`src/hw/rtl/reb_pkg.sv`:
```
`timescale 1ns / 1ps

package reb_pkg;

	// Default build settings
	localparam int TICK_WIDTH_DEF   = 32;
	localparam int DETENT_STEPS_DEF = 4;

	// Fixed field widths
	localparam int CFG_WIDTH   = 16;
	localparam int EVT_TICK_W  = 32;
	localparam int NOW_TICK_W  = 32;

	// Register reset values
	localparam logic [CFG_WIDTH-1:0] DEBOUNCE_RESET   = 16'd20;
	localparam logic [CFG_WIDTH-1:0] LONG_PRESS_RESET = 16'd1000;

	// Register indexes
	localparam logic [0:0] REG_DEBOUNCE   = 1'b0;
	localparam logic [0:0] REG_LONG_PRESS = 1'b1;

	typedef enum logic [1:0] {
		CMD_AB_EDGE  = 2'd0,
		CMD_SW_EDGE  = 2'd1,
		CMD_LP_CHECK = 2'd2,
		CMD_UNUSED   = 2'd3
	} cmd_t;

	typedef enum logic [2:0] {
		EVT_CW         = 3'd0,
		EVT_CCW        = 3'd1,
		EVT_SHORT      = 3'd2,
		EVT_REL_LONG   = 3'd3,
		EVT_LONG_PRESS = 3'd4
	} evt_code_t;

	// One optional event from a decoder
	typedef struct packed {
		logic      fire;
		evt_code_t code;
	} reb_evt_t;

	// Quadrature transition table: index = {previous phase, current phase}
	function automatic logic signed [1:0] quad_delta(input logic [3:0] idx);
		logic signed [1:0] d;
		case (idx)
			4'd1, 4'd7, 4'd8, 4'd14:  d = -2'sd1;
			4'd2, 4'd4, 4'd11, 4'd13: d = 2'sd1;
			default:                  d = 2'sd0;
		endcase
		return d;
	endfunction

endpackage

```
`src/hw/rtl/reb_quad.sv`:
```
`timescale 1ns / 1ps

module reb_quad
	import reb_pkg::*;
#(
	parameter int DETENT_STEPS = DETENT_STEPS_DEF
) (
	input  logic     clk,
	input  logic     arst_n,
	input  logic     commit,
	input  logic     level_a,
	input  logic     level_b,
	output reb_evt_t evt
);

	localparam int ACC_W = $clog2(DETENT_STEPS + 1) + 1;
	localparam logic signed [ACC_W-1:0] STEP_POS = ACC_W'(DETENT_STEPS);
	localparam logic signed [ACC_W-1:0] STEP_NEG = -STEP_POS;

	logic [1:0]              prev_phase_q;
	logic signed [ACC_W-1:0] accum_q;
	logic [1:0]              cur_phase;
	logic signed [1:0]       delta;
	logic signed [ACC_W-1:0] sum;

	// Look up the step and detect a full detent
	always_comb begin
		cur_phase = {level_a, level_b};
		delta     = quad_delta({prev_phase_q, cur_phase});
		sum       = accum_q + ACC_W'(delta);
		evt.fire  = 1'b0;
		evt.code  = EVT_CW;
		if (sum >= STEP_POS) begin
			evt.fire = 1'b1;
			evt.code = EVT_CW;
		end else if (sum <= STEP_NEG) begin
			evt.fire = 1'b1;
			evt.code = EVT_CCW;
		end
	end

	// Advance phase and accumulator on each committed edge
	always_ff @(posedge clk or negedge arst_n) begin
		if (!arst_n) begin
			prev_phase_q <= 2'd0;
			accum_q      <= '0;
		end else if (commit) begin
			prev_phase_q <= cur_phase;
			accum_q      <= evt.fire ? '0 : sum;
		end
	end

endmodule

```
`src/hw/rtl/reb_button.sv`:
```
`timescale 1ns / 1ps

module reb_button
	import reb_pkg::*;
#(
	parameter int TICK_WIDTH = TICK_WIDTH_DEF
) (
	input  logic                  clk,
	input  logic                  arst_n,
	input  logic                  commit,
	input  cmd_t                  cmd,
	input  logic [TICK_WIDTH-1:0] tick,
	input  logic                  level_sw,
	input  logic [CFG_WIDTH-1:0]  db_limit,
	input  logic [CFG_WIDTH-1:0]  lp_limit,
	output reb_evt_t              evt
);

	logic [TICK_WIDTH-1:0] last_edge_q;
	logic [TICK_WIDTH-1:0] press_start_q;
	logic                  held_q;
	logic                  long_q;

	logic [TICK_WIDTH-1:0] since_edge;
	logic [TICK_WIDTH-1:0] since_press;
	logic                  edge_ok;
	logic                  lp_due;
	logic                  held_d;
	logic                  long_d;
	logic                  take_edge;
	logic                  start_press;

	// Decide the next flags and the event for the current item
	always_comb begin
		since_edge  = tick - last_edge_q;
		since_press = tick - press_start_q;
		edge_ok     = since_edge >= TICK_WIDTH'(db_limit);
		lp_due      = held_q && !long_q && (since_press >= TICK_WIDTH'(lp_limit));
		held_d      = held_q;
		long_d      = long_q;
		take_edge   = 1'b0;
		start_press = 1'b0;
		evt.fire    = 1'b0;
		evt.code    = EVT_SHORT;
		case (cmd)
			CMD_SW_EDGE: begin
				if (edge_ok) begin
					take_edge = 1'b1;
					if (!level_sw) begin
						if (!held_q) begin
							start_press = 1'b1;
							held_d      = 1'b1;
							long_d      = 1'b0;
						end
					end else if (held_q) begin
						evt.fire = 1'b1;
						evt.code = long_q ? EVT_REL_LONG : EVT_SHORT;
						held_d   = 1'b0;
						long_d   = 1'b0;
					end
				end
			end
			CMD_LP_CHECK: begin
				if (lp_due) begin
					if (level_sw) begin
						held_d = 1'b0;
					end else begin
						long_d   = 1'b1;
						evt.fire = 1'b1;
						evt.code = EVT_LONG_PRESS;
					end
				end
			end
			default: begin
			end
		endcase
	end

	// Update button state on commit
	always_ff @(posedge clk or negedge arst_n) begin
		if (!arst_n) begin
			last_edge_q   <= '0;
			press_start_q <= '0;
			held_q        <= 1'b0;
			long_q        <= 1'b0;
		end else if (commit) begin
			held_q <= held_d;
			long_q <= long_d;
			if (take_edge) begin
				last_edge_q <= tick;
			end
			if (start_press) begin
				press_start_q <= tick;
			end
		end
	end

endmodule

```
`src/hw/rtl/rotary_encoder_button_events.sv`:
```
`timescale 1ns / 1ps
// Channel   Direction  Handshake              Payload
// in        in         in_valid / in_ready    command, now_tick, level_a, level_b, level_sw
// out       out        out_valid / out_ready  event_code, event_tick
// cfg       in         cfg_we (no wait)       cfg_index, cfg_data
//
// An item waits in the input register until it moves on; its event is then
// loaded into the result register, from which it can be taken.
// Throughput is one item per cycle, apart from the wait described next; the
// single pass from the input register through the encoder and button logic
// to the result register sets it.
// An item that gives an event waits in the input register while the result
// register is full and not being taken; items without an event never wait.
// Reset clears the valid flags and the encoder and button state, loads the
// default tick settings, and leaves both channels empty.

module rotary_encoder_button_events
	import reb_pkg::*;
#(
	parameter int TICK_WIDTH   = TICK_WIDTH_DEF,
	parameter int DETENT_STEPS = DETENT_STEPS_DEF
) (
	input  logic                  clk,
	input  logic                  arst_n,
	// input items
	input  logic                  in_valid,
	output logic                  in_ready,
	input  logic [1:0]            command,
	input  logic [NOW_TICK_W-1:0] now_tick,
	input  logic                  level_a,
	input  logic                  level_b,
	input  logic                  level_sw,
	// events
	output logic                  out_valid,
	input  logic                  out_ready,
	output logic [2:0]            event_code,
	output logic [EVT_TICK_W-1:0] event_tick,
	// configuration
	input  logic                  cfg_we,
	input  logic [0:0]            cfg_index,
	input  logic [CFG_WIDTH-1:0]  cfg_data
);

	logic                  valid_s1;
	cmd_t                  cmd_s1;
	logic [TICK_WIDTH-1:0] tick_s1;
	logic                  a_s1;
	logic                  b_s1;
	logic                  sw_s1;

	logic                  out_valid_q;
	evt_code_t             event_code_q;
	logic [EVT_TICK_W-1:0] event_tick_q;

	logic [CFG_WIDTH-1:0]  debounce_q;
	logic [CFG_WIDTH-1:0]  long_press_q;

	reb_evt_t              quad_evt;
	reb_evt_t              btn_evt;
	reb_evt_t              evt;
	logic                  out_free;
	logic                  advance;
	logic                  quad_commit;

	// Configuration registers
	always_ff @(posedge clk or negedge arst_n) begin
		if (!arst_n) begin
			debounce_q   <= DEBOUNCE_RESET;
			long_press_q <= LONG_PRESS_RESET;
		end else if (cfg_we) begin
			case (cfg_index)
				REG_DEBOUNCE:   debounce_q   <= cfg_data;
				REG_LONG_PRESS: long_press_q <= cfg_data;
				default: begin
				end
			endcase
		end
	end

	// Pick the event for the item in the input register
	always_comb begin
		case (cmd_s1)
			CMD_AB_EDGE:  evt = quad_evt;
			CMD_SW_EDGE:  evt = btn_evt;
			CMD_LP_CHECK: evt = btn_evt;
			default:      evt = '{fire: 1'b0, code: EVT_CW};
		endcase
		out_free    = !out_valid_q || out_ready;
		advance     = valid_s1 && (!evt.fire || out_free);
		quad_commit = advance && (cmd_s1 == CMD_AB_EDGE);
	end

	assign in_ready = !valid_s1 || advance;

	// Input register: take a transfer whenever the slot is free or moving on
	always_ff @(posedge clk or negedge arst_n) begin
		if (!arst_n) begin
			valid_s1 <= 1'b0;
		end else if (in_ready) begin
			valid_s1 <= in_valid;
		end
	end

	always_ff @(posedge clk) begin
		if (in_ready && in_valid) begin
			cmd_s1  <= cmd_t'(command);
			tick_s1 <= TICK_WIDTH'(now_tick);
			a_s1    <= level_a;
			b_s1    <= level_b;
			sw_s1   <= level_sw;
		end
	end

	reb_quad #(
		.DETENT_STEPS(DETENT_STEPS)
	) u_quad (
		.clk     (clk),
		.arst_n  (arst_n),
		.commit  (quad_commit),
		.level_a (a_s1),
		.level_b (b_s1),
		.evt     (quad_evt)
	);

	reb_button #(
		.TICK_WIDTH(TICK_WIDTH)
	) u_button (
		.clk      (clk),
		.arst_n   (arst_n),
		.commit   (advance),
		.cmd      (cmd_s1),
		.tick     (tick_s1),
		.level_sw (sw_s1),
		.db_limit (debounce_q),
		.lp_limit (long_press_q),
		.evt      (btn_evt)
	);

	// Result register: load on an event, drop on a completed transfer
	always_ff @(posedge clk or negedge arst_n) begin
		if (!arst_n) begin
			out_valid_q <= 1'b0;
		end else if (advance && evt.fire) begin
			out_valid_q <= 1'b1;
		end else if (out_ready) begin
			out_valid_q <= 1'b0;
		end
	end

	always_ff @(posedge clk) begin
		if (advance && evt.fire) begin
			event_code_q <= evt.code;
			event_tick_q <= EVT_TICK_W'(tick_s1);
		end
	end

	assign out_valid  = out_valid_q;
	assign event_code = event_code_q;
	assign event_tick = event_tick_q;

`ifndef SYNTHESIS
	// An unused command never leaves an event behind
	a_unused_silent: assert property (@(posedge clk) disable iff (!arst_n)
		(advance && cmd_s1 == CMD_UNUSED) |=> !$rose(out_valid_q))
		else $error("unused command produced an event");

	// A new event appears only after an item moved on
	a_event_source: assert property (@(posedge clk) disable iff (!arst_n)
		$rose(out_valid_q) |-> $past(advance))
		else $error("event without a committed item");

	// A stalled input slot always holds an item
	a_stall_holds: assert property (@(posedge clk) disable iff (!arst_n)
		!in_ready |-> (valid_s1 && out_valid_q && !out_ready))
		else $error("input stalled without a full result register");

	// Events carry only defined codes
	a_code_range: assert property (@(posedge clk) disable iff (!arst_n)
		out_valid |-> (event_code <= 3'(EVT_LONG_PRESS)))
		else $error("undefined event code");
`endif

endmodule

```
`config.mk`:
```
export PLATFORM = sky130hd
export DESIGN_NAME = rotary_encoder_button_events
export DESIGN_NICKNAME = d
export VERILOG_FILES = /design/src/hw/rtl/reb_pkg.sv /design/src/hw/rtl/reb_quad.sv /design/src/hw/rtl/reb_button.sv /design/src/hw/rtl/rotary_encoder_button_events.sv
export SDC_FILE = /design/constraint.sdc
export NUM_CORES = 1
export LEC_CHECK = 0
export BUFFER_PORTS_ARGS = -buffer_cell sky130_fd_sc_hd__buf_2
export CORE_MARGIN = 5
export CORE_UTILIZATION = 55
export CTS_CLUSTER_DIAMETER = 100
export DETAILED_ROUTE_END_ITERATION = 8
export PLACE_DENSITY = 0.77
export SYNTH_ARGS = -nofsm -noshare
export SYNTH_HDL_FRONTEND = slang
export SYNTH_SLANG_ARGS = --single-unit
```
`constraint.sdc`:
```
create_clock -name clk -period 5.5 [get_ports clk]
set_input_delay 0.825 -clock clk [delete_from_list [all_inputs] [get_ports clk]]
set_output_delay 0.825 -clock clk [all_outputs]
set_load 0.1 [all_outputs]
```
==> flow_metrics.py <==
metrics = {
    "run_status": {
        "status": "finished with violations",
        "violations": "negative setup slack",
    },
    "yosys": {
        "syn_area_mm2": 0.0117,
        "synth.distinct_cells": 78,
        "synth_edf_count": 72,
        "yosysTopAreaCell": "dfrtp_1",
        "syn_inst": 1145,
        "synthFlopType": "dfrtp_1",
        "synth_top_cell_area_share_pct": 20.9,
        "yosys_warnings": 0,
        "synth_fp_nets": 1312,
        "ys_seq_elements": 178,
        "syn_avg_cell_area_um2": 10.2,
        "synth.area.top_cells": "dfrtp_1 21%, edfxtp_1 18%, ha_1 11%",
        "synthArstFlopShare_pct": 59.6,
        "synth_seq_area_share_pct": 41.2,
    },
    "global_route": {
        "grt_max_degree": 57,
        "grt_pass1_wl_um": 48100,
        "grt_pass1_vias": 9500,
        "groute.usage.overall_pct": 24.7,
        "overflow": 0,
        "grt_antenna_before_repair": 0,
    },
    "finish": {
        "finalNetCount": 1473,
        "syn_to_final_growth_pct": 18.7,
        "n_antenna_cell": 0,
        "fin_area_mm2": 0.0139,
        "drive_above_1_share_pct": 27.2,
        "instances_no_fill": 1594,
        "fin_util_pct": 66.2,
    },
    "power_and_ir_drop": {
        "p_sw_share_pct": 41.5,
        "p_leak_nw": 6.28,
        "power.internal_mw": 3.82,
        "p_clk_share_pct": 18.9,
        "powerDensity_mw_per_mm2": 469,
        "p_sw_mw": 2.70,
        "vdd_drop_max_v": 0.000303,
        "p_total_mw": 6.52,
        "seqPwrFrac_pct": 27.8,
        "combPwrFrac_pct": 53.3,
    },
    "critical_path": {
        "required_ps": 4680,
        "reg2reg_slack_ps": -10,
        "crit_type": "register to output pin",
        "r2r-start": "tick_s1[0]",
        "cp-end-kind": "output pin",
        "rr_worst_depth": 23,
        "critPathCapture": "in_ready",
        "crit_start": "tick_s1[0]",
        "crit-reg2reg-capture": "u_button.press_start_q[12]",
        "critPathLaunchType": "register",
        "cp_data_arrival_time_ps": 5180,
        "crit_fanout": 3,
    },
    "timing": {
        "slew_violations": 0,
        "period_needed_ps": 6000,
        "rsz0062_at_grt": "true",
        "whs_ps": 409,
        "setup_violations": 10,
        "finalHoldViolations": 0,
        "max_slew_margin_pct": 19.7,
        "worst_slack_ps": -500,
        "fin_skew_ps": 13.3,
        "fmax_ghz": 0.167,
        "setup_tns_ps": -547,
        "worstMarginPinSlew_ps": 1200,
        "fin_crit_sh_pct": 109,
    },
    "clocking": {
        "htreeDepth": 4,
        "cts_tree": "done",
        "cts.path.max_buffers": 2,
        "ctsHoldBuffers": 0,
        "worstSkewPairLatency_ps": 440,
        "numCtsBuffers": 17,
        "path_clk_slew_ps": 70,
        "clockRootBuffer": "clkbuf_16",
        "cts_sinks": 178,
    },
    "placed_design": {
        "place_congestion": 0.978,
        "dp_hpwl_um": 22700,
        "dpl_worst_slack_ps": -253,
        "placed_area_mm2": 0.0130,
        "dp_cells": 1548,
        "numPortBuffers": 95,
    },
    "hold_path": {
        "worstHoldPathType": "input pin to asynchronous set/reset pin",
    },
    "routing": {
        "vias": 9427,
        "finalWirelength_um": 30200,
        "drt-wirelength-per-cell_um": 18.9,
        "drtIter0Drc": 534,
        "ant_nets": 0,
        "vias_per_cell": 5.91,
        "firstDrtPassIters": 5,
        "drc_errors": 0,
    },
    "die": {
        "core_mm2": 0.0210,
        "core.rowCount": 53,
        "die_y_um": 156,
        "io_pins": 96,
        "die_w_um": 156,
        "initial_core_util_pct": 55.8,
        "die_area_mm2": 0.0243,
    },
    "flow_run": {
        "drv_cap": 0,
    },
}
-- cell type report --
cell class                 count  area, um2
multi-input combinational    812       6510
clock inverter                11        131
fill                        1634       7110
inverter                     115        432
clock buffer                  21        450
sequential                   178       4820
timing repair buffer         182       1220
tap                          275        344
-- how the worst min path moves through the flow --
stage                                        from  cells after the start                      end  slack [ps]
after floorplan                        tick_s1[0]                      0            event_tick[0]         450
final                                      arst_n                      1   u_quad.prev_phase_q[0]         410
after detailed placement  u_button.last_edge_q[1]                      2  u_button.last_edge_q[1]         480
after global routing                       arst_n                      1   u_quad.prev_phase_q[1]         450
after global placement    u_button.last_edge_q[1]                      2  u_button.last_edge_q[1]         470
after CTS                                  arst_n                      1   u_quad.prev_phase_q[0]         430
-- cells by family (layout without fill, tap and decap cells) --
logic type / count (synthesis) / count (layout) / synth area share [%]
AO/OA/AOI/OAI: 297 / 297 / 17.1
XOR/XNOR: 45 / 45 / 3.36
adder cells (fa/ha/maj): 108 / 108 / 11.7
buffers and inverters: 155 / 329 / 5.46
flip-flops: 178 / 178 / 41.2
multiplexers: 98 / 98 / 10.2
AND/OR/NAND/NOR: 264 / 264 / 10.9
-- synth_stat cells, drive strengths merged (22+ instances only) --
library cell  instances
a21oi                81
clkbuf               22
dfrtp                98
edfxtp               72
ha                  105
inv                 115
mux2                 82
nand2                94
nand4                28
nor2                 54
nor3                 22
o21a                 24
o21ai                74
xnor2                23
xor2                 22
-- registers in the layout, indices dropped and copies added, names as in the netlist --
signal	cells
out_valid	1
tick_s1	32
event_code	3
u_button.held_q	1
cmd_s1	2
sw_s1	1
u_button.last_edge_q	32
event_tick	32
u_button.press_start_q	32
long_press_q	16
u_button.long_q	1
valid_s1	1
debounce_q	16
u_quad.accum_q	4
a_s1	1
u_quad.prev_phase_q	2
b_s1	1
-- timing repair --
action	4_1_cts	5_1_grt
buffers inserted	1	13
pin swaps	7	28
setup endpoints to repair	34	101
resized for setup	12	32
-- per-layer routing --
layer	wire, um	track usage, %	share of wire (%)	vias to the layer above
li1	-	-	-	4487
met1	13200	33.5	44	4585
met2	14400	40.5	48	298
met3	1900	4.94	6.3	57
met4	707	7.34	2.3	0
met5	0	0	0	-
-- power by group through the flow --
stage	Sequential, mW	Combinational [mW]	Clock (mW)
global route	1.84	3.81	1.32
finish	1.81	3.47	1.23
detailed placement	1.83	3.26	0
CTS	1.81	3.31	1.25
global placement	1.82	3.20	0
floorplan	1.98	2.19	0
-- worst max-delay path: stages, from the launching register on --
cell	delay, ps
edfxtp_1	360
inv_2	50
ha_2	190
fa_2	360
nand2b_4	160
a21oi_4	190
o21ai_2	100
buf_4	140
nand2_1	70
xor2_1	180
ha_1	290
nand2_1	90
nor2_1	50
a211oi_2	180
o22ai_1	130
a2111o_1	440
a2111oi_4	280
nand4_1	200
nor4_4	520
nor4_4	100
nand2b_4	170
a21boi_2	170
or2_4	150
buf_12	160
-- cells in the final DEF (no fill, tap or decap), drive strengths merged, types with 19 or more instances in the layout --
cell    synthesis  routed
dfrtp          98      98
buf            18     182
xor2           22      22
mux2           82      82
o21ai          74      74
ha            105     105
a21o           19      19
inv           115     118
xnor2          23      23
nor3           22      22
nand4          28      28
o21a           24      24
clkbuf         22      21
nand2          94      94
edfxtp         72      72
a21oi          81      81
nor2           54      54
No activity file was read; power rests on OpenSTA's default activity.
